==> src/hdl/btda_pkg.sv <==
package btda_pkg;

    localparam int VALUE_W = 32;
    localparam int STEP_W  = 5;
    localparam int CHAR_W  = 7;

    localparam logic [CHAR_W-1:0] ASCII_ZERO  = 7'd48;
    localparam logic [CHAR_W-1:0] ASCII_POINT = 7'd46;

    typedef enum logic [1:0] {
        ST_IDLE,
        ST_CONV,
        ST_DIGIT,
        ST_POINT
    } t_state;

    typedef struct packed {
        logic load;
        logic shift;
        logic next_digit;
        logic emit_digit;
        logic emit_point;
        logic last;
    } t_cmd;

    typedef struct packed {
        logic out_free;
        logic top_zero;
        logic kind;
    } t_status;

endpackage

==> src/hdl/btda_datapath.sv <==
module btda_datapath
    import btda_pkg::*;
#(
    parameter int DIGIT_COUNT = 10
) (
    input  logic               i_clk,
    input  logic               i_rst_n,
    input  logic [VALUE_W-1:0] i_value,
    input  logic               i_kind,
    input  t_cmd               i_cmd,
    output t_status            o_status,
    output logic               o_m_tvalid,
    input  logic               i_m_tready,
    output logic [CHAR_W-1:0]  o_char,
    output logic               o_last
);

    localparam int BCD_W = 4 * DIGIT_COUNT;

    logic [VALUE_W-1:0] r_bin;
    logic [BCD_W-1:0]   r_bcd;
    logic               r_kind;
    logic [BCD_W-1:0]   n_adj;
    logic [3:0]         w_top;
    logic               r_ovalid;
    logic [CHAR_W-1:0]  r_char;
    logic               r_last;

    // add-3 correction on every digit before the shift
    always_comb begin
        for (int d = 0; d < DIGIT_COUNT; d++) begin
            if (r_bcd[4*d +: 4] >= 4'd5) begin
                n_adj[4*d +: 4] = r_bcd[4*d +: 4] + 4'd3;
            end else begin
                n_adj[4*d +: 4] = r_bcd[4*d +: 4];
            end
        end
    end

    assign w_top = r_bcd[BCD_W-1 -: 4];

    always_ff @(posedge i_clk) begin
        if (i_cmd.load) begin
            r_bin  <= i_value;
            r_bcd  <= '0;
            r_kind <= i_kind;
        end else if (i_cmd.shift) begin
            r_bin <= {r_bin[VALUE_W-2:0], 1'b0};
            r_bcd <= {n_adj[BCD_W-2:0], r_bin[VALUE_W-1]};
        end else if (i_cmd.next_digit) begin
            r_bcd <= {r_bcd[BCD_W-5:0], 4'd0};
        end
    end

    always_ff @(posedge i_clk) begin
        if (!i_rst_n) begin
            r_ovalid <= 1'b0;
        end else if (i_cmd.emit_digit || i_cmd.emit_point) begin
            r_ovalid <= 1'b1;
        end else if (i_m_tready) begin
            r_ovalid <= 1'b0;
        end
    end

    always_ff @(posedge i_clk) begin
        if (i_cmd.emit_digit) begin
            r_char <= ASCII_ZERO + {3'd0, w_top};
            r_last <= i_cmd.last;
        end else if (i_cmd.emit_point) begin
            r_char <= ASCII_POINT;
            r_last <= 1'b0;
        end
    end

    assign o_status.out_free = !r_ovalid || i_m_tready;
    assign o_status.top_zero = (w_top == 4'd0);
    assign o_status.kind     = r_kind;

    assign o_m_tvalid = r_ovalid;
    assign o_char     = r_char;
    assign o_last     = r_last;

endmodule

==> src/hdl/btda_ctrl.sv <==
module btda_ctrl
    import btda_pkg::*;
#(
    parameter int DIGIT_COUNT = 10
) (
    input  logic    i_clk,
    input  logic    i_rst_n,
    input  logic    i_s_tvalid,
    output logic    o_s_tready,
    input  t_status i_status,
    output t_cmd    o_cmd
);

    localparam int IDX_W = $clog2(DIGIT_COUNT);
    localparam logic [IDX_W-1:0] IDX_LAST = IDX_W'(DIGIT_COUNT - 1);
    localparam logic [IDX_W-1:0] IDX_UNIT = IDX_W'(DIGIT_COUNT - 3);

    t_state            r_state, n_state;
    logic [STEP_W-1:0] r_step, n_step;
    logic [IDX_W-1:0]  r_idx, n_idx;
    logic              r_seen, n_seen;
    logic [IDX_W-1:0]  w_lead_end;

    assign w_lead_end = i_status.kind ? IDX_UNIT : IDX_LAST;

    always_ff @(posedge i_clk) begin
        if (!i_rst_n) begin
            r_state <= ST_IDLE;
            r_step  <= '0;
            r_idx   <= '0;
            r_seen  <= 1'b0;
        end else begin
            r_state <= n_state;
            r_step  <= n_step;
            r_idx   <= n_idx;
            r_seen  <= n_seen;
        end
    end

    always_comb begin
        n_state    = r_state;
        n_step     = r_step;
        n_idx      = r_idx;
        n_seen     = r_seen;
        o_cmd      = '0;
        o_s_tready = 1'b0;
        unique case (r_state)
            ST_IDLE: begin
                o_s_tready = 1'b1;
                if (i_s_tvalid) begin
                    o_cmd.load = 1'b1;
                    n_step     = '0;
                    n_idx      = '0;
                    n_seen     = 1'b0;
                    n_state    = ST_CONV;
                end
            end
            ST_CONV: begin
                o_cmd.shift = 1'b1;
                n_step      = r_step + 1'b1;
                if (r_step == {STEP_W{1'b1}}) begin
                    n_state = ST_DIGIT;
                end
            end
            ST_DIGIT: begin
                if (r_idx < w_lead_end && !r_seen && i_status.top_zero) begin
                    // leading zero: drop it
                    o_cmd.next_digit = 1'b1;
                    n_idx            = r_idx + 1'b1;
                end else if (i_status.out_free) begin
                    o_cmd.emit_digit = 1'b1;
                    o_cmd.next_digit = 1'b1;
                    o_cmd.last       = (r_idx == IDX_LAST);
                    n_seen           = 1'b1;
                    if (r_idx == IDX_LAST) begin
                        n_state = ST_IDLE;
                    end else begin
                        n_idx = r_idx + 1'b1;
                        if (i_status.kind && r_idx == IDX_UNIT) begin
                            n_state = ST_POINT;
                        end
                    end
                end
            end
            ST_POINT: begin
                if (i_status.out_free) begin
                    o_cmd.emit_point = 1'b1;
                    n_state          = ST_DIGIT;
                end
            end
            default: begin
                n_state = ST_IDLE;
            end
        endcase
    end

    a_last_on_final_digit: assert property (@(posedge i_clk) disable iff (!i_rst_n)
        o_cmd.last |-> (o_cmd.emit_digit && r_idx == IDX_LAST))
        else $error("last flag off the final digit");

    a_point_only_fixed: assert property (@(posedge i_clk) disable iff (!i_rst_n)
        (r_state == ST_POINT) |-> i_status.kind)
        else $error("decimal point in integer mode");

    a_load_starts_conv: assert property (@(posedge i_clk) disable iff (!i_rst_n)
        o_cmd.load |=> (r_state == ST_CONV && r_step == '0))
        else $error("conversion did not start after load");

    a_emit_needs_room: assert property (@(posedge i_clk) disable iff (!i_rst_n)
        (o_cmd.emit_digit || o_cmd.emit_point) |-> i_status.out_free)
        else $error("output overwritten");

endmodule

==> src/hdl/binary_to_decimal_ascii_core.sv <==
// Flow: accept a value, run the double-dabble shift steps, then walk every digit
// position (suppressed zeros included), plus the point in hundredths mode.
// A new value is accepted only after the final digit of the previous one is issued.
// The 32-step shift-add-3 conversion sets the rate; output stalls slow it further.
// Reset (i_rst_n low, synchronous) returns the controller to idle and drops o_m_tvalid.
module binary_to_decimal_ascii_core
    import btda_pkg::*;
#(
    parameter int DIGIT_COUNT = 10
) (
    input  logic        i_clk,
    input  logic        i_rst_n,
    input  logic        i_s_tvalid,
    output logic        o_s_tready,
    input  logic [31:0] i_s_tdata,  // [31:0] value
    input  logic [0:0]  i_s_tuser,  // [0] kind
    output logic        o_m_tvalid,
    input  logic        i_m_tready,
    output logic [7:0]  o_m_tdata,  // [6:0] character, [7] zero
    output logic        o_m_tlast
);

    t_cmd              w_cmd;
    t_status           w_status;
    logic [CHAR_W-1:0] w_char;

    btda_ctrl #(
        .DIGIT_COUNT(DIGIT_COUNT)
    ) u_ctrl (
        .i_clk      (i_clk),
        .i_rst_n    (i_rst_n),
        .i_s_tvalid (i_s_tvalid),
        .o_s_tready (o_s_tready),
        .i_status   (w_status),
        .o_cmd      (w_cmd)
    );

    btda_datapath #(
        .DIGIT_COUNT(DIGIT_COUNT)
    ) u_datapath (
        .i_clk      (i_clk),
        .i_rst_n    (i_rst_n),
        .i_value    (i_s_tdata),
        .i_kind     (i_s_tuser[0]),
        .i_cmd      (w_cmd),
        .o_status   (w_status),
        .o_m_tvalid (o_m_tvalid),
        .i_m_tready (i_m_tready),
        .o_char     (w_char),
        .o_last     (o_m_tlast)
    );

    assign o_m_tdata = {1'b0, w_char};

endmodule

==> config.mk <==
export PLATFORM = sky130hd
export DESIGN_NAME = binary_to_decimal_ascii_core
export DESIGN_NICKNAME = d
export VERILOG_FILES = /design/src/hdl/btda_pkg.sv /design/src/hdl/btda_datapath.sv /design/src/hdl/btda_ctrl.sv /design/src/hdl/binary_to_decimal_ascii_core.sv
export SDC_FILE = /design/constraint.sdc
export NUM_CORES = 1
export LEC_CHECK = 0
export ABC_CLOCK_PERIOD_IN_PS = 2000
export CAP_MARGIN = 5
export CORE_ASPECT_RATIO = 0.6
export CORE_MARGIN = 2
export CORE_UTILIZATION = 39
export CTS_CLUSTER_SIZE = 40
export DETAILED_ROUTE_END_ITERATION = 8
export DONT_BUFFER_PORTS = 1
export GPL_TIMING_DRIVEN = 1
export PLACE_DENSITY = 0.59
export RECOVER_POWER = 50
export SLEW_MARGIN = 10
export SYNTH_ARGS = -nofsm -noshare
export SYNTH_HDL_FRONTEND = slang
export SYNTH_SLANG_ARGS = --single-unit
==> constraint.sdc <==
create_clock -name i_clk -period 2 [get_ports i_clk]
set_input_delay 0 -clock i_clk [delete_from_list [all_inputs] [get_ports i_clk]]
set_output_delay 0 -clock i_clk [all_outputs]
set_load 0.02 [all_outputs]
* Word level (Yosys, flattened, before mapping) *
Index checks and enable logic that the tools add are counted.

cells by class
  add/sub/neg operators = 13
  multiply operators = 0
  div/mod/pow operators = 0
  order comparisons = 11
  equality and inequality tests = 14
  shifts and indexed selects = 0
  mux-type cells = 53
  bitwise gates (word level) = 0
  reductions and logical operators = 19

operators with widths
  kind                                                                                 count
  40-bit 2-to-1 mux                                                                    2
  32-bit 2-to-1 mux                                                                    2
  4-bit 2-to-1 mux                                                                     14
  4-bit by 3-bit greater-or-equal comparator with 1-bit output, second input constant  10
  4-bit by 2-bit adder with 4-bit output, second input constant                        9
  1-bit 2-to-1 mux                                                                     18
  2-bit 2-to-1 mux                                                                     9
  7-bit 2-to-1 mux                                                                     2
  2-bit nonzero test                                                                   6
  5-bit case mux with 2 select lines                                                   1
  2-bit case mux with 4 select lines                                                   1
  4-bit case mux with 2 select lines                                                   1
  4-bit AND reduction                                                                  2
  6-bit by 4-bit adder with 7-bit output, first input constant                         1
  2-bit by 1-bit inequality test with 1-bit output, second input constant              3
  3-bit by 1-bit inequality test with 1-bit output, second input constant              2
  6-bit AND reduction                                                                  1
  5-bit by 1-bit adder with 5-bit output, second input constant                        1
  5-bit equality test, second input constant                                           1
  5-bit 2-to-1 mux                                                                     1
  4-bit by 1-bit adder with 4-bit output, second input constant                        1
  2-bit equality test, second input constant                                           2
  4-bit by 3-bit equality test with 1-bit output, second input constant                1
  4-bit equality test, second input constant                                           1
  13 further kinds                                                                     18

storage, ports and cells
  register bits after elaboration = 94
  latch bits = 0
  RAM bits = 0
  memory bits (read-only) = 0
  logic and storage cells = 120
  memories kept = 0

* Depth between registers and ports, before layout *
Gate-level depths: netlist of run 1.

  depth in word-level cells = 8
  mapped depth = 9
  mapped depth without buffers = 7

* By module *
A second synthesis of run 1 with hierarchy kept.

second synthesis, totals
  cell total of the unflattened synthesis = 509
  area total of the unflattened synthesis = 5171.2 µm²

by module, submodules not included
  module                        instances  cells an instance  area each (µm²)
  btda_datapath                 1          404                4329.2
  btda_ctrl                     1          103                830.8
  binary_to_decimal_ascii_core  1          2                  11.3

* Least setup slack after synthesis of run 1 *
No wires, ideal clock.

  path kind = reg2reg
  start = reg u_ctrl.r_state[0]
  end = reg u_datapath.r_bin[0], enable pin
  data arrival time = 2.005 ns
  data required time = 1.613 ns
  slack = -0.392 ns
  cell stages (with the launch flop) = 7
  cell sequence = dfxtp_1 buf_2 nor2_1 nand2_1 inv_2 nor2_1 inv_1

between the ends
  cells in the longest elaborated chain, start to end = 3

RTL lines
  item                                                                                 RTL line             source
  start: declaration                                                                   btda_ctrl.sv:18      t_state r_state, n_state;
  start signal: assignment                                                             btda_ctrl.sv:33      r_state <= n_state;
  2-bit by 1-bit equality test with 1-bit output or 2-bit logical NOT (tied branches)  btda_ctrl.sv:47      unique case (r_state)
  1-bit 2-to-1 mux                                                                     btda_ctrl.sv:47
  2-bit nonzero test (no source line) *                                                -
  end signal: assignment                                                               btda_datapath.sv:44  r_bin <= i_value;
  end signal: assignment                                                               btda_datapath.sv:48  r_bin <= {r_bin[VALUE_W-2:0], 1'b0};
  end: declaration                                                                     btda_datapath.sv:20  logic [VALUE_W-1:0] r_bin;

Every way passes the cells marked *; elsewhere a longest branch is shown, timed or not.
A chain may end at the register's enable or synchronous reset.

* Worst setup path after layout of run 1 *
  start = reg u_datapath.r_kind
  end = reg u_datapath.r_bcd[10]

between the ends
  cells in the longest elaborated chain, start to end = 7

RTL lines
  item                                 RTL line             source
  start: declaration                   btda_datapath.sv:22  logic r_kind;
  start signal: assignment             btda_datapath.sv:46  r_kind <= i_kind;
  4-bit 2-to-1 mux                     btda_ctrl.sv:24      assign w_lead_end = i_status.kind ? IDX_UNIT : IDX_LAST;
  4-bit < comparator                   btda_ctrl.sv:66      if (r_idx < w_lead_end && !r_seen && i_status.top_zero) begin
  1-bit logical AND (2 in series)      btda_ctrl.sv:66
  1-bit 2-to-1 mux                     btda_ctrl.sv:66
  2-bit 2-to-1 mux                     btda_ctrl.sv:47
  2-bit nonzero test (no source line)  -
  end signal: assignment               btda_datapath.sv:49  r_bcd <= {n_adj[BCD_W-2:0], r_bin[VALUE_W-1]};
  end signal: assignment               btda_datapath.sv:51  r_bcd <= {r_bcd[BCD_W-5:0], 4'd0};
  end: declaration                     btda_datapath.sv:21  logic [BCD_W-1:0] r_bcd;

Every way passes these cells.

==> impl_results.md, run 1 <==
* Post-CTS Setup Inserts at 0
* Critical path arrival at 2.29 ns
* Netlist cell types at 56
* Initial Util at 0.406
* Post-Synthesis Cells at 601
* CP endpoint kind: register
* Crit path setup slack, layout at -0.0872 ns
* Req. time, crit path at 2.21 ns
* Post-synthesis compound-gate area fraction at 0.205
* Syn Std Cell Area at 0.00530 mm^2
* Fin crit period at 2.09 ns
* H-tree Lvls at 3
* Clk_lat worst skew at 0.33 ns
* Post-synthesis mux area share at 0.0434
* Clock Tree Buf Depth at 2
* Slew @ Worst Pin at 0.586 ns
* Violated checks: setup timing
* Period Utilization, post-route at 1.04
* First-pass DRT Iterations at 5
* Final Hold Violating Endpoints at 0
* Max Clk Rate at 0.479 GHz
* Kind of critical path: reg2reg
* Clock slew at reported path FFs at 0.06 ns
* TritonCTS Sinks at 92
* Post-synth EDFFs at 39
* Crit-path max FO at 6
* Yosys warns at 0
* Inserted Diodes at 0
* DR vias at 4,595
* Total power draw at 5530 uW
* Via/cell ratio at 5.54
* Count of state elements after synthesis at 92
* Core area at 0.0131 mm^2
* Kind of start point of the critical path: register
* Max-Cap Viols at 0
* DRC viols at 0
* Relative slew slack at 0.608
* Fin nets at 719
* Area growth syn-to-layout at 24.3%
* Vias in the first global route at 4,342
* Worst VDD drop at 0.416 mV
* Core Util, Final at 0.505
* CTS tree: yes
* Sequential share of the synthesized area at 0.421
* Chip Height at 94.3 um
* Post-Synth Simple-Gate Area at 0.187
* Post-synthesis adder-cell area fraction at 0.0661
* Final ANT Viol Nets at 0
* Root Buffer: clkbuf_16
* IO Pins at 48
* Critical Path Slowest Stage Cell: edfxtp_1
* Avg Cell Area, Syn at 8.82 um^2
* Largest family of logic cells by synthesized area: compound AO/OA/AOI/OAI gates
* Row count at 32
* Die Wd at 154 um
* XOR/XNOR share of the synthesized area at 0.0165
* DIE AREA at 0.0146 mm^2
* RePlAce Congestion at 0.813
* Total CTS buffers at 9
* Initial antenna violation count at 0
* DR WL/cell at 16.8 um
* Flip-flop and latch area at 0.00223 mm^2
* First-pass GRT wire length at 22,400 um
* Layout cell share with drive strength beyond 1 at 0.176
* Main flop type after synthesis: dfxtp_1
* Final HPWL DP at 9140 um
* Run status: finished with violations
* Power Density at 839 mW/mm^2
* Leakage power at 0.00265 uW
* Setup Skew at 0.00623 ns
* Area of the multi-input gates at 0.00297 mm^2
* DR iter-0 viols at 272
* RSZ-0062 raised after global routing: true
* Largest net degree at the start of global routing at 63
* Async SR Flop Fraction at 0
* Endpoints failing setup at 19
* Crit-path max cell delay at 0.43 ns
* Final WL at 13,900 um
* Gr usage total at 0.194
* IO Port Bufs at 0
* Final Max Tran Viols at 0
* Hold crit path type: in2reg
* Fill cell count at 1,228
* Final global-route overflow total at 0
* CP cell instances: inv_2 > ha_4 > a211o_1 > a2111o_1 > and2_4 > buf_16 > a21oi_4 > a211oi_2
## layout by cell type (no fill, tap or decap), types with 5 or more instances in the layout
| cell type | count |
|---|---|
| a211oi_1 | 6 |
| a211oi_2 | 10 |
| a21boi_0 | 5 |
| a21oi_1 | 55 |
| a21oi_2 | 5 |
| a31oi_1 | 9 |
| and3b_1 | 7 |
| buf_4 | 30 |
| clkbuf_1 | 5 |
| clkbuf_16 | 11 |
| dfxtp_1 | 51 |
| dlygate4sd3_1 | 35 |
| edfxtp_1 | 39 |
| ha_1 | 25 |
| inv_1 | 30 |
| mux2i_1 | 23 |
| nand2_1 | 123 |
| nand2b_1 | 13 |
| nand3_1 | 6 |
| nor2_1 | 19 |
| nor2_2 | 7 |
| nor3_1 | 7 |
| o21ai_0 | 21 |
| o221a_2 | 9 |
| o221ai_1 | 6 |
| o32ai_1 | 7 |
| xnor2_1 | 10 |
## state kept, by name, summed over array words and instances, names as in the netlist
name / flops
u_ctrl.r_idx: 4
u_datapath.r_bcd: 40
u_ctrl.r_seen: 1
u_ctrl.r_state: 2
u_datapath.o_char: 5
u_datapath.r_kind: 1
u_datapath.o_last: 1
u_ctrl.r_step: 5
u_datapath.r_bin: 32
u_datapath.o_m_tvalid: 1
## synth_stat cells (10+ instances only)
cell type    n  share of area
ha_1        28          0.066
a31oi_1     10          0.012
mux2i_1     23          0.043
inv_1       34          0.024
nand2_1    124          0.088
xnor2_1     10          0.017
o21ai_0     21          0.020
clkbuf_1    14         0.0099
nand2b_1    13          0.015
edfxtp_1    39           0.22
dfxtp_1     53           0.20
a21oi_1     63          0.060
nor2_1      30          0.021
## worst paths after layout
| check | from | to | slack [ns] | cells past startpoint |
|---|---|---|---|---|
| hold / removal | i_s_tvalid | u_ctrl.r_state[0]$_SDFFE_PN0P_ | 0.02 | 3 |
| hold reg to reg | u_ctrl.r_step[3]$_SDFFE_PN0P_ | u_ctrl.r_step[3]$_SDFFE_PN0P_ | 0.47 | 1 |
| setup / recovery | u_datapath.r_kind$_DFFE_PP_ | u_datapath.r_bcd[10]$_SDFFE_PP0P_ | -0.09 | 8 |
| setup reg to reg | u_datapath.r_kind$_DFFE_PP_ | u_datapath.r_bcd[10]$_SDFFE_PP0P_ | -0.09 | 8 |
## stage by stage
step                setup TNS [ns]  worst slack, ns  instances  hold slack [ns]  area (um^2)
floorplan                   -0.144          -0.0248        602           0.0989         5320
detailed placement           -1.41          -0.0925        775           0.0990         5680
CTS                         -0.933          -0.0526        828           0.0153         6420
finish                      -0.989          -0.0872        829           0.0170         6590
global placement            -0.497          -0.0419        775           0.0990         5680
global route                 -3.67           -0.167        829           0.0481         6590
## critical path: cells and delay by family, from the launching register on
kind | cells | cell delay (ns)
AOI/OAI and AO/OA | 4 | 0.86
DFF | 1 | 0.43
and+or+nand+nor | 1 | 0.20
adders and majority gates | 1 | 0.19
buffers and inverters | 2 | 0.27
## power by group
group / internal, uW / leakage, uW / switching [uW]
registers: 2220 / 0.000817 / 233
clock network: 917 / 0.000136 / 684
logic: 660 / 0.00170 / 811
## cell families after synthesis
| family | Yosys count |
|---|---|
| other | 2 |
| buffers and inverters | 69 |
| AO/OA/AOI/OAI | 160 |
| XOR/XNOR | 10 |
| adder cells (fa/ha/maj) | 28 |
| flip-flops | 92 |
| AND/OR/NAND/NOR | 217 |
| multiplexers | 23 |
## metal layers
layer / track usage / share of wire
met1: 0.280 / 0.50
met2: 0.303 / 0.43
met3: 0.0411 / 0.058
met4: 0.0378 / 0.0080
met5: 0 / 0
## layout make-up
class	count	area share
timing repair buffer	75	0.116
clock buffer	14	0.0403
tap	170	0.0323
sequential	92	0.339
multi-input combinational	441	0.450
clock inverter	2	0.00152
inverter	35	0.0205
## timing repair
action                                  4_1_cts  5_1_grt
cloned                                        2        1
hold endpoints to repair                     46        0
pin swaps                                     9       19
endpoints found under the setup margin       40       44
gates resized for setup                      21       35
hold buffers                                 35        0
(Power assumes the default switching activity.)
==> run 2, diff against run 1 <==
--- a/config.mk
+++ b/config.mk
@@ -8,7 +8,7 @@
 export ABC_CLOCK_PERIOD_IN_PS = 2000
 export CAP_MARGIN = 5
 export CORE_ASPECT_RATIO = 0.6
-export CORE_MARGIN = 2
+export CORE_MARGIN = 10
 export CORE_UTILIZATION = 39
 export CTS_CLUSTER_SIZE = 40
 export DETAILED_ROUTE_END_ITERATION = 8
==> run 2 against run 1 <==
The flow still finishes with violations (setup timing). Critical endpoint is now u_datapath.r_bcd[26]$_SDFFE_PP0P_. Highest routed layer unchanged. Sequential cell count unchanged. Total power about the same. Clock power about the same. Die area up 29%.
==> impl_results.md, run 2 (synthesis gave the netlist of run 1 again) <==
* Core Util, Final at 0.499 (-0.00575)
* Root Buffer: clkbuf_16
* Min-delay src: i_s_tvalid
* Reg2reg start: u_datapath.r_kind$_DFFE_PP_
* Core area at 0.0131 mm^2 (unchanged)
* Fin nets at 716 (-0.42%)
* Crit-path max FO at 6 (unchanged)
* WHS Path Cells at 3 (unchanged)
* DR iter-0 viols at 371 (+36%)
* R2R cell count at 8 (unchanged)
* CP endpoint kind: register
* IO Pins at 48 (unchanged)
* Wl on met1 at 7360 um (+5.3%)
* Row count at 32 (unchanged)
* Layout cell share with drive strength beyond 1 at 0.160 (-0.0160)
* Final global-route overflow total at 0 (unchanged)
* Fin crit period at 2.07 ns (-0.0131 ns)
* Max Clk Rate at 0.482 GHz (+0.63%)
* Critical Path Slowest Stage Cell: a2111o_1
* WHS at 0.0959 ns (+0.0789 ns)
* Max FFs per register at 40 (unchanged)
* RePlAce Congestion at 0.845 (+3.9%)
* Req. time, crit path at 2.22 ns (about the same)
* DR vias at 4,520 (-1.6%)
* Final HPWL DP at 9320 um (+2.0%)
* Post-route cell area at 0.00651 mm^2 (-1.1%)
* Die Wd at 170 um (+10%)
* Kind of critical path: reg2reg
* Crit path setup slack, layout at -0.0741 ns (+0.0131 ns)
* Inserted Diodes at 0 (unchanged)
* Relative slew slack at 0.580 (-0.0279)
* Hold crit path type: in2reg
* Max-Cap Viols at 0 (unchanged)
* Slew @ Worst Pin at 0.629 ns (+0.0424 ns)
* TritonCTS Sinks at 92 (unchanged)
* Critical path arrival at 2.30 ns (about the same)
* Power Density at 849 mW/mm^2 (+1.2%)
* Setup Skew at 0.00806 ns (+0.00184 ns)
* Worst R2R Setup Slack at -0.07 ns (about the same)
* Violated checks: setup timing
* RSZ-0062 raised after global routing: true
* Period Utilization, post-route at 1.04 (-0.00656)
* Met2 WL at 6230 um (+3.6%)
* Crit-path max cell delay at 0.44 ns (about the same)
* Gr usage total at 0.153 (-0.0414)
* DIE AREA at 0.0188 mm^2 (+29%)
* Clk_lat worst skew at 0.34 ns (about the same)
* Fill cell count at 1,222 (-0.49%)
* Run status: finished with violations
* Commonest non-fill, non-tap cells in the layout: nand2_1 (122), a21oi_1 (57), dfxtp_1 (51), edfxtp_1 (39), dlygate4sd3_1 (36)
* Endpoints failing setup at 24 (+5)
* CP cell instances: inv_2 > ha_1 > o21a_1 > a2111o_1 > and2_4 > buf_12 > a21oi_1 > a211oi_1
* H-tree Lvls at 3 (unchanged)
* Hold Path End: u_datapath.r_bcd[0]$_SDFFE_PP0P_
* Total CTS buffers at 9 (unchanged)
* DRC viols at 0 (unchanged)
* Worst VDD drop at 0.493 mV (+19%)
* Final Hold Violating Endpoints at 0 (unchanged)
* WL met3 at 644 um (-20%)
* Via/cell ratio at 5.47 (-1.3%)
* DR top layer: met4
* First-pass GRT wire length at 23,000 um (+2.6%)
* Biggest register: u_datapath.r_bcd
* Most common cell after layout, fill and taps aside: nand2_1
* Regs by FF count: u_datapath.r_bcd x40, u_datapath.r_bin x32
* Leakage power at 0.00263 uW (-0.67%)
* Clock slew at reported path FFs at 0.07 ns (about the same)
* Final ANT Viol Nets at 0 (unchanged)
* First-pass DRT Iterations at 4 (-1)
* Area growth syn-to-layout at 22.9%
* IO Port Bufs at 0 (unchanged)
* CTS tree: yes
* Vias in the first global route at 4,365 (+0.53%)
* Final WL at 14,400 um (+3.4%)
* Placed standard-cell area at 0.00565 mm^2 (-0.44%)
* Kind of start point of the critical path: register
* Clock Tree Buf Depth at 2 (unchanged)
* R2R Path End: u_datapath.r_bcd[26]$_SDFFE_PP0P_
* Final Max Tran Viols at 0 (unchanged)
* Initial antenna violation count at 0 (unchanged)
* Largest net degree at the start of global routing at 61 (-3.2%)
* DR WL/cell at 17.4 um (+3.8%)
* Chip Height at 110 um (+17%)
* Initial Util at 0.406 (unchanged)
## run 2: cell types whose count changed in the layout (fill, tap and decap cells not counted), moves of 2 or more
| cell | previous run | this run |
|---|---|---|
| or3_1 | 4 | 7 |
| or3_4 | 3 | 0 |
| a21boi_2 | 2 | 0 |
| buf_4 | 30 | 23 |
| a21oi_1 | 55 | 57 |
| clkbuf_1 | 5 | 2 |
| clkinv_4 | 0 | 2 |
| a21boi_1 | 1 | 4 |
| a21oi_4 | 3 | 1 |
| clkinv_1 | 0 | 2 |
## run 2: power breakdown
group / leakage [uW] / internal, uW / total [uW] / switching (uW)
clock network: 0.000138 / 876 / 1630 / 755
registers: 0.000817 / 2220 / 2460 / 236
logic: 0.00168 / 647 / 1440 / 796
## run 2: metrics by stage
| step | TNS (ns) | total power (uW) | std cells | worst slack (ns) |
|---|---|---|---|---|
| final | -0.790 | 5530 | 826 | -0.0741 |
| after global routing | -3.88 | 5810 | 826 | -0.152 |
| after CTS | -0.569 | 5490 | 824 | -0.0597 |
| after detailed placement | -0.866 | 3760 | 770 | -0.0788 |
| after global placement | -0.360 | 3700 | 770 | -0.0405 |
| after floorplan | -0.144 | 3380 | 602 | -0.0248 |
## run 2: cell type report
class | count | area, um^2 | share of cell area
Clock buffer | 10 | 239 | 0.0367
Clock inverter | 6 | 38.8 | 0.00596
Inverter | 35 | 135 | 0.0208
Multi-Input combinational cell | 441 | 2900 | 0.446
Sequential cell | 92 | 2230 | 0.343
Tap cell | 170 | 213 | 0.0327
Timing Repair Buffer | 72 | 746 | 0.115
## run 2: timing repair
| action | 4_1_cts | 5_1_grt |
|---|---|---|
| resized for setup | 22 | 22 |
| endpoints found under the hold margin | 47 | 0 |
| setup buffers | 1 | 0 |
| cloned | 1 | 2 |
| hold buffers | 36 | 0 |
| pin swaps | 2 | 7 |
| setup endpoints to repair | 28 | 55 |
## run 2: worst max path at each step
stage / start / endpoint / cells past startpoint
6_report: u_datapath.r_kind$_DFFE_PP_ / u_datapath.r_bcd[26]$_SDFFE_PP0P_ / 8
5_1_grt: u_datapath.r_kind$_DFFE_PP_ / u_datapath.r_bcd[3]$_SDFFE_PP0P_ / 8
4_1_cts: u_datapath.r_kind$_DFFE_PP_ / u_datapath.r_bcd[26]$_SDFFE_PP0P_ / 8
3_5_place_dp: u_datapath.r_kind$_DFFE_PP_ / u_datapath.r_bcd[10]$_SDFFE_PP0P_ / 8
3_3_place_gp: u_datapath.r_kind$_DFFE_PP_ / u_datapath.r_bcd[3]$_SDFFE_PP0P_ / 8
2_1_floorplan: u_datapath.r_kind$_DFFE_PP_ / u_datapath.r_bcd[18]$_SDFFE_PP0P_ / 9
## run 2: metal layers
metal | track usage | vias to the layer above
met4 | 0.0349 | 0
li1 | - | 2233
met3 | 0.0327 | 12
met5 | 0 | -
met2 | 0.233 | 91
met1 | 0.217 | 2184
## run 2: worst max-delay path, delay by kind of cell, from the launching register on
family / cells / cell delay (ns)
flip-flops: 1 / 0.43
buffers and inverters: 2 / 0.26
AND/OR/NAND/NOR: 1 / 0.19
adder cells (fa/ha/maj): 1 / 0.23
AO/OA/AOI/OAI: 4 / 0.84
==> run 3, diff against run 2 <==
--- a/config.mk
+++ b/config.mk
@@ -8,7 +8,7 @@
 export ABC_CLOCK_PERIOD_IN_PS = 2000
 export CAP_MARGIN = 5
 export CORE_ASPECT_RATIO = 0.6
-export CORE_MARGIN = 10
+export CORE_MARGIN = 5
 export CORE_UTILIZATION = 39
 export CTS_CLUSTER_SIZE = 40
 export DETAILED_ROUTE_END_ITERATION = 8
==> run 3 against run 2 <==
The run still ends with setup timing left. Global-route usage rose by 1.8 points. Largest power group unchanged. Fmax down 0.13%. Register-to-register slack about the same. Die area down 14%. Cell count is 0.73% higher. Routed wire length is 3.9% lower.
==> impl_results.md, run 3 (synthesis gave the netlist of run 1 again) <==
* Run status: finished with violations
* Violated checks: setup timing
* Fin nets at 717 (+0.14%)
* Largest net degree at the start of global routing at 63 (+3.3%)
* RePlAce Congestion at 0.859 (+1.6%)
* Vias in the first global route at 4,256 (-2.5%)
* TritonCTS Sinks at 92 (unchanged)
* Post-placement cell count at 772 (+0.26%)
* H-tree Lvls at 3 (unchanged)
* First-pass GRT wire length at 22,300 um (-2.9%)
* Slew @ Worst Pin at 0.602 ns (-0.0269 ns)
* Inserted Diodes at 0 (unchanged)
* Final HPWL DP at 9040 um (-3.0%)
* Area growth syn-to-layout at 25.0%
* Layout cell share with drive strength beyond 1 at 0.161 (+0.00128)
* Initial antenna violation count at 0 (unchanged)
* Kind of start point of the critical path: register
* Commonest non-fill, non-tap cells in the layout: nand2_1 (122), a21oi_1 (56), dfxtp_1 (52), edfxtp_1 (39), dlygate4sd3_1 (36)
* Max-Cap Viols at 0 (unchanged)
* Clk_lat worst skew at 0.34 ns (about the same)
* IO Port Bufs at 0 (unchanged)
* Final Max Tran Viols at 0 (unchanged)
* Max FFs per register at 40 (unchanged)
* Kind of critical path: reg2reg
* Relative slew slack at 0.598 (+0.0175)
* Crit-path max FO at 6 (unchanged)
* DRC viols at 0 (unchanged)
* Clock Tree Buf Depth at 2 (unchanged)
* Period Utilization, post-route at 1.04 (+0.00136)
* Flip-flop and latch area at 0.00223 mm^2 (about the same)
* Setup Skew at 0.00471 ns (-0.00335 ns)
* Crit path setup slack, layout at -0.0768 ns (-0.00272 ns)
* Fill cell count at 1,247 (+2.0%)
* First-pass DRT Iterations at 5 (+1)
* Regs by FF count: u_datapath.r_bcd x40, u_datapath.r_bin x32
* Placed standard-cell area at 0.00564 mm^2 (-0.29%)
* DR WL/cell at 16.6 um (-4.6%)
* Layout Cells excl Fill at 832 (+0.73%)
* Endpoints failing setup at 20 (-17%)
* IO Pins at 48 (unchanged)
* Post-route cell area at 0.00662 mm^2 (+1.7%)
* Clock slew at reported path FFs at 0.07 ns (about the same)
* Final Hold Violating Endpoints at 0 (unchanged)
* Worst VDD drop at 0.361 mV (-27%)
* Final global-route overflow total at 0 (unchanged)
* Worst R2R Setup Slack at -0.08 ns (about the same)
* Area of the multi-input gates at 0.00298 mm^2 (+2.5%)
* Leakage power at 0.00265 uW (+0.82%)
* Power Density at 847 mW/mm^2 (-0.31%)
* Critical path arrival at 2.29 ns (about the same)
* Final ANT Viol Nets at 0 (unchanged)
* Req. time, crit path at 2.21 ns (about the same)
* Gr usage total at 0.171 (+0.0177)
* RSZ-0062 raised after global routing: true
* Total CTS buffers at 9 (unchanged)
* CTS tree: yes
* Biggest register: u_datapath.r_bcd
* Most common cell after layout, fill and taps aside: nand2_1
* Core area at 0.0135 mm^2 (+3.4%)
* CP endpoint kind: register
* Chip Height at 100 um (-9.1%)
* Row count at 33 (+3.1%)
* DR iter-0 viols at 397 (+7.0%)
* DR vias at 4,544 (+0.53%)
* Via/cell ratio at 5.46 (-0.19%)
* DIE AREA at 0.0161 mm^2 (-14%)
* WHS at 0.126 ns (+0.0298 ns)
* Fin crit period at 2.08 ns (+0.00272 ns)
* Hold crit path type: in2reg
* Max Clk Rate at 0.482 GHz (-0.13%)
* Root Buffer: clkbuf_16
* Die Wd at 160 um (-5.9%)
* Core Util, Final at 0.490 (-0.00834)
* Initial Util at 0.392 (-0.0135)
* Final WL at 13,800 um (-3.9%)
-- run 3: changes by cell type in the layout (fill, tap and decap cells not counted), moves of 2 or more --
cell      previous run  this run
a21oi_4              1         5
nor2_2               6         2
a211oi_1             7         4
a211oi_2             9        12
a21oi_2              5         2
nor2_4               4         7
a21boi_0             4         6
a21boi_1             4         2
and2_1               4         2
ha_4                 1         3
-- run 3: final cells by class --
| cell class | count | area share |
|---|---|---|
| Tap cell | 175 | 0.0331 |
| Clock buffer | 11 | 0.0351 |
| Sequential cell | 92 | 0.337 |
| Multi-Input combinational cell | 441 | 0.450 |
| Clock inverter | 5 | 0.00813 |
| Inverter | 35 | 0.0204 |
| Timing Repair Buffer | 73 | 0.116 |
-- run 3: path summary, 6_finish.rpt --
check	start	depth (start not counted)	endpoint
max	u_datapath.r_kind$_DFFE_PP_	8	u_datapath.r_bcd[26]$_SDFFE_PP0P_
min	i_s_tvalid	3	u_datapath.r_bcd[0]$_SDFFE_PP0P_
max reg2reg	u_datapath.r_kind$_DFFE_PP_	8	u_datapath.r_bcd[26]$_SDFFE_PP0P_
min reg2reg	u_ctrl.r_step[3]$_SDFFE_PN0P_	1	u_ctrl.r_step[3]$_SDFFE_PN0P_
-- run 3: critical path: stages, from the launching register on --
cell and delay [ns]:
edfxtp_1 0.42, inv_2 0.10, ha_4 0.19, a211o_1 0.29, a2111o_1 0.39, and2_4 0.20, buf_16 0.17, a21oi_4 0.12
a211oi_2 0.07
-- run 3: layer usage --
layer,share of wire,global-route usage
met1,0.51,0.249
met2,0.44,0.265
met3,0.041,0.0324
met4,0.0090,0.0383
met5,0,0
-- run 3: per-stage QoR --
stage,setup WS [ns],power (uW),TNS [ns]
after global placement,-0.0479,3670,-0.627
after floorplan,-0.0248,3380,-0.144
final,-0.0768,5610,-0.694
after detailed placement,-0.126,3740,-2.34
after global routing,-0.155,5910,-5.66
after CTS,-0.0994,5560,-2.17
-- run 3: power breakdown --
group	switching, uW	internal, uW
Sequential	235	2220
Clock	716	964
Combinational	811	661
Total	1760	3840
-- run 3: what timing repair did --
item | in CTS | in global routing
cloned | 2 | 1
setup endpoints to repair | 36 | 54
gates resized for setup | 29 | 27
hold endpoints to repair | 46 | 0
pin swaps | 13 | 29
hold buffers | 36 | 0
buffers inserted | 3 | 2
